<file path="src/hw/rtl/knnmv_pkg.sv">
// Shared widths, register indexes, reset values, label tables and the sample type.
package knnmv_pkg;

  // Fixed field widths of the streaming and configuration ports.
  localparam int DistW    = 32;
  localparam int LabelW   = 4;
  localparam int IdW      = 5;
  localparam int KeptW    = 4;
  localparam int MaskW    = 10;
  localparam int ModeW    = 2;
  localparam int CfgIdxW  = 2;
  localparam int CfgDataW = 32;
  localparam int InDataW  = 40;
  localparam int OutDataW = 16;

  // Filter modes.
  localparam logic [ModeW-1:0] ModeBasic     = 2'd0;
  localparam logic [ModeW-1:0] ModeBuilding  = 2'd1;
  localparam logic [ModeW-1:0] ModeSculpture = 2'd2;

  // Configuration register indexes.
  localparam logic [CfgIdxW-1:0] CfgFilterMode = 2'd0;
  localparam logic [CfgIdxW-1:0] CfgDistLimit  = 2'd1;
  localparam logic [CfgIdxW-1:0] CfgAvailMask  = 2'd2;

  // Register reset values; the limit is 100.0 in Q16.16.
  localparam logic [DistW-1:0] DistLimitReset = 32'd6553600;
  localparam logic [MaskW-1:0] AvailMaskReset = 10'h3FF;

  // Prediction code for "not enough neighbors" (-1 in five bits).
  localparam logic [IdW-1:0] PredictedNone = 5'h1F;

  // One filtered sample on its way into the neighbor list.
  typedef struct packed {
    logic [DistW-1:0]  distance;
    logic [LabelW-1:0] id;
    logic              keep;
    logic              last;
  } sample_t;

  // Maps a raw label to a class id for the given mode; zero means dropped.
  function automatic logic [LabelW-1:0] map_label(logic [ModeW-1:0] mode,
                                                  logic [LabelW-1:0] label);
    logic [LabelW-1:0] id;
    id = '0;
    case (mode)
      ModeBasic: id = label;
      ModeBuilding: begin
        case (label)
          4'd1:    id = 4'd9;
          4'd2:    id = 4'd4;
          4'd3:    id = 4'd8;
          4'd4:    id = 4'd6;
          4'd5:    id = 4'd1;
          default: id = '0;
        endcase
      end
      ModeSculpture: begin
        case (label)
          4'd1:    id = 4'd7;
          4'd2:    id = 4'd10;
          4'd3:    id = 4'd3;
          4'd4:    id = 4'd5;
          default: id = '0;
        endcase
      end
      default: id = '0;
    endcase
    return id;
  endfunction

endpackage

</file>
<file path="src/hw/rtl/knnmv_ingress.sv">
// Input stage: label mapping, distance and availability filter, sample register.
module knnmv_ingress import knnmv_pkg::*; #(
  parameter int CLASS_COUNT = 10
) (
  input  logic              clk_i,
  input  logic              rst_ni,
  input  logic              in_valid_i,
  output logic              in_ready_o,
  input  logic [DistW-1:0]  in_dist_i,
  input  logic [LabelW-1:0] in_label_i,
  input  logic              in_last_i,
  input  logic [ModeW-1:0]  mode_i,
  input  logic [DistW-1:0]  limit_i,
  input  logic [MaskW-1:0]  mask_i,
  output logic              out_valid_o,
  input  logic              out_ready_i,
  output sample_t           sample_o
);

  localparam logic [LabelW-1:0] ClassMax = LabelW'(CLASS_COUNT);

  logic              valid_q;
  sample_t           sample_q, sample_d;
  logic [LabelW-1:0] id;
  logic [15:0]       mask_wide;
  logic              id_ok;

  // Map the label and decide whether the sample enters the list.
  always_comb begin
    id        = map_label(mode_i, in_label_i);
    mask_wide = {{(16 - MaskW){1'b0}}, mask_i};
    id_ok     = (id != '0) && (id <= ClassMax);
    sample_d.distance = in_dist_i;
    sample_d.id       = id;
    sample_d.last     = in_last_i;
    if (mode_i == ModeBasic) begin
      sample_d.keep = id_ok;
    end else begin
      sample_d.keep = id_ok && (in_dist_i < limit_i) && mask_wide[id - 4'd1];
    end
  end

  assign in_ready_o = !valid_q || out_ready_i;

  // Valid flag of the sample register.
  always_ff @(posedge clk_i or negedge rst_ni) begin
    if (!rst_ni) begin
      valid_q <= 1'b0;
    end else if (in_ready_o) begin
      valid_q <= in_valid_i;
    end
  end

  // Sample payload.
  always_ff @(posedge clk_i) begin
    if (in_ready_o && in_valid_i) begin
      sample_q <= sample_d;
    end
  end

  assign out_valid_o = valid_q;
  assign sample_o    = sample_q;

endmodule

</file>
<file path="src/hw/rtl/knnmv_list.sv">
// Sorted list of the nearest samples with parallel compare and insert.
module knnmv_list import knnmv_pkg::*; #(
  parameter int NEIGHBOURS = 7,
  localparam int CntW = $clog2(NEIGHBOURS + 2)
) (
  input  logic              clk_i,
  input  logic              rst_ni,
  input  logic              step_i,
  input  sample_t           sample_i,
  output logic [LabelW-1:0] labels_o [NEIGHBOURS],
  output logic [CntW-1:0]   count_o
);

  localparam logic [CntW-1:0] CountMax = CntW'(NEIGHBOURS + 1);

  logic [DistW-1:0]  dist_q  [NEIGHBOURS];
  logic [DistW-1:0]  dist_d  [NEIGHBOURS];
  logic [LabelW-1:0] label_q [NEIGHBOURS];
  logic [LabelW-1:0] label_d [NEIGHBOURS];
  logic [CntW-1:0]   count_q, count_d;
  logic [NEIGHBOURS:0] le_ext;

  // Each filled slot at or below the new distance stays; the first slot
  // above it takes the new sample and the rest move down by one.
  always_comb begin
    le_ext[0] = 1'b1;
    for (int i = 0; i < NEIGHBOURS; i++) begin
      le_ext[i+1] = (count_q > CntW'(i)) && (dist_q[i] <= sample_i.distance);
    end
    for (int i = 0; i < NEIGHBOURS; i++) begin
      dist_d[i]  = dist_q[i];
      label_d[i] = label_q[i];
      if (sample_i.keep && !le_ext[i+1]) begin
        if (le_ext[i]) begin
          dist_d[i]  = sample_i.distance;
          label_d[i] = sample_i.id;
        end else if (i > 0) begin
          dist_d[i]  = dist_q[i-1];
          label_d[i] = label_q[i-1];
        end
      end
    end
    count_d = count_q;
    if (sample_i.keep && (count_q < CountMax)) begin
      count_d = count_q + 1'b1;
    end
  end

  // Count of kept samples; a last sample empties the list.
  always_ff @(posedge clk_i or negedge rst_ni) begin
    if (!rst_ni) begin
      count_q <= '0;
    end else if (step_i) begin
      count_q <= sample_i.last ? '0 : count_d;
    end
  end

  // Entries beyond the count only reach a vote that a short list overrides, so they need no reset.
  always_ff @(posedge clk_i) begin
    if (step_i && !sample_i.last) begin
      dist_q  <= dist_d;
      label_q <= label_d;
    end
  end

  assign labels_o = label_d;
  assign count_o  = count_d;

  // The count saturates one above the list depth.
  a_count_bound: assert property (@(posedge clk_i) disable iff (!rst_ni)
    count_q <= CountMax)
    else $error("kept count above saturation");

  // A last sample leaves an empty list behind.
  a_clear_on_last: assert property (@(posedge clk_i) disable iff (!rst_ni)
    step_i && sample_i.last |=> count_q == '0)
    else $error("list not cleared after last sample");

  // Filled entries stay sorted by distance.
  for (genvar g = 0; g + 1 < NEIGHBOURS; g++) begin : g_sorted
    a_sorted: assert property (@(posedge clk_i) disable iff (!rst_ni)
      (count_q > CntW'(g + 1)) |-> (dist_q[g] <= dist_q[g+1]))
      else $error("neighbor list out of order");
  end

endmodule

</file>
<file path="src/hw/rtl/knnmv_vote.sv">
// Vote pipeline: label snapshot, per-class tallies, tree search, result register.
module knnmv_vote import knnmv_pkg::*; #(
  parameter int NEIGHBOURS  = 7,
  parameter int CLASS_COUNT = 10,
  localparam int CntW = $clog2(NEIGHBOURS + 2)
) (
  input  logic              clk_i,
  input  logic              rst_ni,
  input  logic              in_valid_i,
  output logic              in_ready_o,
  input  logic [LabelW-1:0] labels_i [NEIGHBOURS],
  input  logic [CntW-1:0]   count_i,
  output logic              out_valid_o,
  input  logic              out_ready_i,
  output logic [IdW-1:0]    predicted_id_o,
  output logic [KeptW-1:0]  kept_count_o
);

  localparam int TallyW = $clog2(NEIGHBOURS + 1);
  localparam int Leaves = 2 ** $clog2(CLASS_COUNT);
  localparam int Nodes  = 2 * Leaves - 1;

  logic a_v, b_v, c_v;
  logic a_ready, b_ready, c_ready;

  logic [LabelW-1:0] a_labels_q [NEIGHBOURS];
  logic [CntW-1:0]   a_count_q;
  logic [TallyW-1:0] b_tally_q [CLASS_COUNT];
  logic [TallyW-1:0] tally_d   [CLASS_COUNT];
  logic              b_short_q;
  logic [KeptW-1:0]  b_kept_q;
  logic [IdW-1:0]    c_pred_q, pred_d;
  logic [KeptW-1:0]  c_kept_q;

  logic [TallyW-1:0] node_votes [Nodes];
  logic [LabelW-1:0] node_id    [Nodes];

  // Each stage moves when it is empty or its successor takes the request.
  assign c_ready    = !c_v || out_ready_i;
  assign b_ready    = !b_v || c_ready;
  assign a_ready    = !a_v || b_ready;
  assign in_ready_o = a_ready;

  always_ff @(posedge clk_i or negedge rst_ni) begin
    if (!rst_ni) begin
      a_v <= 1'b0;
      b_v <= 1'b0;
      c_v <= 1'b0;
    end else begin
      if (a_ready) a_v <= in_valid_i;
      if (b_ready) b_v <= a_v;
      if (c_ready) c_v <= b_v;
    end
  end

  // Count votes for every class id.
  always_comb begin
    for (int c = 0; c < CLASS_COUNT; c++) begin
      tally_d[c] = '0;
      for (int i = 0; i < NEIGHBOURS; i++) begin
        if (a_labels_q[i] == LabelW'(c + 1)) begin
          tally_d[c] = tally_d[c] + 1'b1;
        end
      end
    end
  end

  // Maximum search as a binary tree; the lower id wins a tie.
  always_comb begin
    for (int n = 0; n < Nodes; n++) begin
      node_votes[n] = '0;
      node_id[n]    = '0;
    end
    for (int l = 0; l < Leaves; l++) begin
      node_id[Leaves - 1 + l] = LabelW'(l + 1);
      if (l < CLASS_COUNT) begin
        node_votes[Leaves - 1 + l] = b_tally_q[l];
      end
    end
    for (int n = Leaves - 2; n >= 0; n--) begin
      if (node_votes[2*n+1] >= node_votes[2*n+2]) begin
        node_votes[n] = node_votes[2*n+1];
        node_id[n]    = node_id[2*n+1];
      end else begin
        node_votes[n] = node_votes[2*n+2];
        node_id[n]    = node_id[2*n+2];
      end
    end
    if (b_short_q || (node_votes[0] == '0)) begin
      pred_d = PredictedNone;
    end else begin
      pred_d = IdW'(node_id[0]);
    end
  end

  // Stage payloads.
  always_ff @(posedge clk_i) begin
    if (a_ready && in_valid_i) begin
      a_labels_q <= labels_i;
      a_count_q  <= count_i;
    end
    if (b_ready && a_v) begin
      b_tally_q <= tally_d;
      b_short_q <= a_count_q < CntW'(NEIGHBOURS);
      b_kept_q  <= KeptW'(a_count_q);
    end
    if (c_ready && b_v) begin
      c_pred_q <= pred_d;
      c_kept_q <= b_kept_q;
    end
  end

  assign out_valid_o    = c_v;
  assign predicted_id_o = c_pred_q;
  assign kept_count_o   = c_kept_q;

  // A real prediction is always a valid class id.
  a_pred_range: assert property (@(posedge clk_i) disable iff (!rst_ni)
    c_v && (c_pred_q != PredictedNone) |->
      (c_pred_q >= IdW'(1)) && (c_pred_q <= IdW'(CLASS_COUNT)))
    else $error("prediction outside class range");

  // Too few neighbors always gives the no-prediction code.
  a_short_none: assert property (@(posedge clk_i) disable iff (!rst_ni)
    b_v && b_short_q && c_ready |=> c_v && (c_pred_q == PredictedNone))
    else $error("short list produced a prediction");

endmodule

</file>
<file path="src/hw/rtl/knn_majority_vote_classifier.sv">
// Top level of the nearest-neighbor majority vote classifier.
//
//  Channel   Direction  Payload
//  s_axis    in         tdata: sample_distance[31:0], sample_label[35:32]; tlast: last_sample
//  m_axis    out        tdata: predicted_id[4:0] (signed), kept_count[8:5]
//  cfg       in         index 0 filter_mode, 1 distance_limit, 2 available_mask
//
// One sample request is taken every cycle unless a last sample waits for the vote pipeline;
// the neighbor list updates with a single compare-and-insert per cycle over all slots in parallel.
// A query's result passes the sample register, label snapshot, tally and result registers.
// Reset is asynchronous and active low; no clearing pass is needed.
// A stalled result holds only the vote pipeline; samples keep flowing until
// another last sample finds the vote pipeline full.
module knn_majority_vote_classifier import knnmv_pkg::*; #(
  parameter int NEIGHBOURS  = 7,
  parameter int CLASS_COUNT = 10
) (
  input  logic                clk_i,
  input  logic                rst_ni,
  input  logic                s_axis_tvalid,
  output logic                s_axis_tready,
  input  logic [InDataW-1:0]  s_axis_tdata,   // sample_distance, sample_label
  input  logic                s_axis_tlast,
  output logic                m_axis_tvalid,
  input  logic                m_axis_tready,
  output logic [OutDataW-1:0] m_axis_tdata,   // predicted_id, kept_count
  input  logic                cfg_we_i,
  input  logic [CfgIdxW-1:0]  cfg_index_i,
  input  logic [CfgDataW-1:0] cfg_data_i
);

  localparam int CntW = $clog2(NEIGHBOURS + 2);

  logic [ModeW-1:0]  mode_q;
  logic [DistW-1:0]  limit_q;
  logic [MaskW-1:0]  mask_q;

  logic              smp_valid, smp_ready, step;
  sample_t           sample;
  logic              vote_ready;
  logic [LabelW-1:0] labels [NEIGHBOURS];
  logic [CntW-1:0]   count;
  logic [IdW-1:0]    predicted_id;
  logic [KeptW-1:0]  kept_count;

  // Configuration registers.
  always_ff @(posedge clk_i or negedge rst_ni) begin
    if (!rst_ni) begin
      mode_q  <= ModeBasic;
      limit_q <= DistLimitReset;
      mask_q  <= AvailMaskReset;
    end else if (cfg_we_i) begin
      unique case (cfg_index_i)
        CfgFilterMode: mode_q  <= cfg_data_i[ModeW-1:0];
        CfgDistLimit:  limit_q <= cfg_data_i[DistW-1:0];
        CfgAvailMask:  mask_q  <= cfg_data_i[MaskW-1:0];
        default: ;
      endcase
    end
  end

  knnmv_ingress #(
    .CLASS_COUNT (CLASS_COUNT)
  ) u_ingress (
    .clk_i       (clk_i),
    .rst_ni      (rst_ni),
    .in_valid_i  (s_axis_tvalid),
    .in_ready_o  (s_axis_tready),
    .in_dist_i   (s_axis_tdata[DistW-1:0]),
    .in_label_i  (s_axis_tdata[DistW+LabelW-1:DistW]),
    .in_last_i   (s_axis_tlast),
    .mode_i      (mode_q),
    .limit_i     (limit_q),
    .mask_i      (mask_q),
    .out_valid_o (smp_valid),
    .out_ready_i (smp_ready),
    .sample_o    (sample)
  );

  // A last sample needs room in the vote pipeline; others always go through.
  assign smp_ready = !sample.last || vote_ready;
  assign step      = smp_valid && smp_ready;

  knnmv_list #(
    .NEIGHBOURS (NEIGHBOURS)
  ) u_list (
    .clk_i    (clk_i),
    .rst_ni   (rst_ni),
    .step_i   (step),
    .sample_i (sample),
    .labels_o (labels),
    .count_o  (count)
  );

  knnmv_vote #(
    .NEIGHBOURS  (NEIGHBOURS),
    .CLASS_COUNT (CLASS_COUNT)
  ) u_vote (
    .clk_i          (clk_i),
    .rst_ni         (rst_ni),
    .in_valid_i     (smp_valid && sample.last),
    .in_ready_o     (vote_ready),
    .labels_i       (labels),
    .count_i        (count),
    .out_valid_o    (m_axis_tvalid),
    .out_ready_i    (m_axis_tready),
    .predicted_id_o (predicted_id),
    .kept_count_o   (kept_count)
  );

  assign m_axis_tdata = {{(OutDataW - IdW - KeptW){1'b0}}, kept_count, predicted_id};

endmodule
</file>
<file path="config.mk">
export PLATFORM = sky130hd
export DESIGN_NAME = knn_majority_vote_classifier
export DESIGN_NICKNAME = d
export VERILOG_FILES = /design/src/hw/rtl/knnmv_pkg.sv /design/src/hw/rtl/knnmv_ingress.sv /design/src/hw/rtl/knnmv_list.sv /design/src/hw/rtl/knnmv_vote.sv /design/src/hw/rtl/knn_majority_vote_classifier.sv
export SDC_FILE = /design/constraint.sdc
export NUM_CORES = 1
export LEC_CHECK = 0
export ABC_CLOCK_PERIOD_IN_PS = 9000
export CAP_MARGIN = 20
export CORE_MARGIN = 2
export CORE_UTILIZATION = 53
export CTS_CLUSTER_SIZE = 16
export DETAILED_ROUTE_END_ITERATION = 16
export DONT_BUFFER_PORTS = 1
export GPL_ROUTABILITY_DRIVEN = 0
export PLACE_DENSITY = 0.71
export SLEW_MARGIN = 40
export SYNTH_ARGS = -nofsm -noshare
export SYNTH_HDL_FRONTEND = slang
export SYNTH_SLANG_ARGS = --single-unit
</file>
<file path="constraint.sdc">
create_clock -name clk_i -period 9 [get_ports clk_i]
set_clock_uncertainty 0.2 [all_clocks]
set_input_delay 1.35 -clock clk_i [delete_from_list [all_inputs] [get_ports clk_i]]
set_output_delay 1.35 -clock clk_i [all_outputs]
set_load 0.02 [all_outputs]
</file>
==> metrics <==
status complete, no violations; setup tns final 0 ps; Root Buffer clkbuf_16; vias in the first global route 17,230; type of origin of the critical path flip-flop; Mean Syn Cell Area 11.88 µm²; Util after Layout 0.5859; Worst-Margin Slew 819.2 ps; TritonCTS buffer count 46; FP Rows 81; path type of the worst setup path reg -> reg; ANT nets after route 0; final setup fails 0; largest net degree at the start of global routing 53; first-pass GRT wire length 91.78 mm; top cell type by total area after synthesis edfxtp_1; die area 51,180 µm²; Die Width 226.2 µm; post-layout instance area 28,620 µm²; residual DRC count 0; Final Hold Vio Count 0; clk sinks 418; initial drt markers 1,073; Via-to-Cell Ratio 5.800; die height 226.2 µm; CTS tree done; CTS clk-pin slew, worst paths 60 ps; max_cap viols 0; Placement Cell Area 27,150 µm²; WP data arrival 6060 ps; Port Buffers 0; detailed placement HPWL 46.12 mm; H-tree levels 2; dpl cells 2,850; Slew HR 0.4497; critical path peak fanout 9; Post-synth EDFFs 366; synth unique cells 72; Core Area 48,850 µm²; CP required 9130 ps; ys async rst share 0.1244; Post CTS Setup Buffer Count 0; router iterations before antenna repair 6; Multi-input gate area 13,170 µm²; initial antenna violation count 1; layout cells sized above 1 0.1780; synthesized area 26,180 µm²; PD cells 193.2 nW/µm²; Synth top area share 0.4198; Power Total 0.005529 W; Vias 17,030; top-count cell post-synth edfxtp_1; Global Route Usage Sum 0.2330; Peak Freq 168.6 MHz; minimum clock period 5930 ps; max-slew violations 0; register bit total from synthesis 418; Post-Syn Instances 2,203; maximum VDD drop 0.1671 mV; ys flop type edfxtp_1; RSZ-0062 raised after global routing no; Final Non-Filler Cells 2,936; Clk Latency, worst-skew pair 580 ps; Post-CTS Resized 0; overall routed net length 58.77 mm; hold-fix buffer count after cts 0; final net count 2,661; Tcrit/Tclk final 0.6589; aggregate global routing overflow 0; Pleak 11.94 nW; Reg area 12,310 µm²; type of the most critical hold path reg -> reg; Yosys Warn Count 0; top cells by count, synth 366 x edfxtp_1, 347 x ha_1, 265 x mux2_2; sequential-to-total area share from yosys stat 0.4702; Crit. End Element flip-flop; area grow syn2layout 9.325%; Filler Cells Inserted 3,928; wire per inst 20.02 µm; Synth area leaders edfxtp_1 42%, ha_1 17%, mux2_2 11%; CTS Buffer Depth 3; Initial Util 0.5359; I/O pin total 98
-- stage by stage --
| stage | hold slack, ps | worst slack [ps] |
|---|---|---|
| after global routing | 236.6 | 2582 |
| after detailed placement | 220.9 | 3029 |
| after floorplan | 200.3 | 3505 |
| after global placement | 206.3 | 3193 |
| final | 225.2 | 3070 |
| after CTS | 227.3 | 2992 |
-- worst max-delay path, stage by stage, from the launching register on --
cell	delay, ps
edfxtp_1	420
ha_1	320
nand2_1	70
o21ai_2	250
mux2_2	400
ha_1	270
nand2b_1	160
maj3_2	350
a211oi_1	320
nor2_1	100
ha_1	270
nand2b_1	140
a21o_1	190
a21o_1	270
o31ai_1	480
inv_1	90
ha_1	290
nand2b_1	140
a21oi_1	140
inv_1	60
a21oi_1	330
nor2_1	70
a221oi_1	260
nand2b_1	80
-- placed cells by master (no fill, tap or decap), types with 36 or more instances in the layout --
cell / instances
a21oi_1: 95
edfxtp_1: 366
xor2_1: 37
nand4_1: 39
nand3_1: 36
nand2_1: 185
a21o_1: 59
xnor2_1: 57
dfrtp_1: 39
clkbuf_16: 47
mux2_2: 265
nor3_1: 38
nor2_1: 87
ha_1: 347
o21ai_0: 98
inv_1: 156
-- registers in the layout (all words and copies together) (netlist names) --
name	flops
limit_q	32
mask_q	10
mode_q	2
u_ingress.out_valid_o	1
u_ingress.sample_o	38
u_list.count_q	4
u_list.dist_q	224
u_list.label_q	28
u_vote.a_count_q	4
u_vote.a_labels_q	28
u_vote.a_v	1
u_vote.b_kept_q	4
u_vote.b_short_q	1
u_vote.b_tally_q	30
u_vote.b_v	1
u_vote.kept_count_o	4
u_vote.out_valid_o	1
u_vote.predicted_id_o	5
-- routing by layer --
layer	GRT usage	vias to the layer above	part of all wire
met5	0	-	0.00022
met4	0.07661	2	0.030
met3	0.04202	101	0.054
met2	0.4115	384	0.50
met1	0.2876	8319	0.42
li1	-	8222	-
-- cell type report --
cell class | instances | share of cell area
repair buffers | 22 | 0.008700
flip-flops and latches | 418 | 0.4301
clock inverters | 23 | 0.007957
well taps | 664 | 0.02903
diodes | 2 | 0.0001749
clock buffers | 61 | 0.04328
multi-input cells | 1590 | 0.4603
inverters | 156 | 0.02046
-- report_power, final --
part | internal [W] | total [W] | switching, W | leakage, nW
clock | 0.00108 | 0.00186 | 0.000781 | 0.714
sequential | 0.00235 | 0.00247 | 0.000122 | 4.01
combinational | 0.000540 | 0.00119 | 0.000651 | 7.22
total | 0.00398 | 0.00553 | 0.00155 | 11.9
-- worst paths after layout --
check	start	endpoint	slack, ps	depth (start not counted)
max in group asynchronous	rst_ni	limit_q[21]	8140	0
worst min-delay path	u_vote.b_kept_q[1]	u_vote.kept_count_o[1]	230	0
worst max-delay path	u_vote.b_tally_q[11]	u_vote.predicted_id_o[1]	3070	23
worst min register to register	u_vote.b_kept_q[1]	u_vote.kept_count_o[1]	230	0
worst max register to register	u_vote.b_tally_q[11]	u_vote.predicted_id_o[1]	3070	23
min in group asynchronous	rst_ni	limit_q[7]	270	0
-- cell families after synthesis --
| kind of cell | Yosys count | share of synthesized area |
|---|---|---|
| simple gates | 505 | 0.09249 |
| flops | 418 | 0.4702 |
| compound gates | 350 | 0.08460 |
| fa+ha+maj | 348 | 0.1663 |
| mux | 286 | 0.1234 |
| buf+inv | 201 | 0.03150 |
| xor+xnor | 94 | 0.03145 |
| other cells | 1 | 0.0001433 |
No activity file was read; power rests on OpenSTA's default activity.
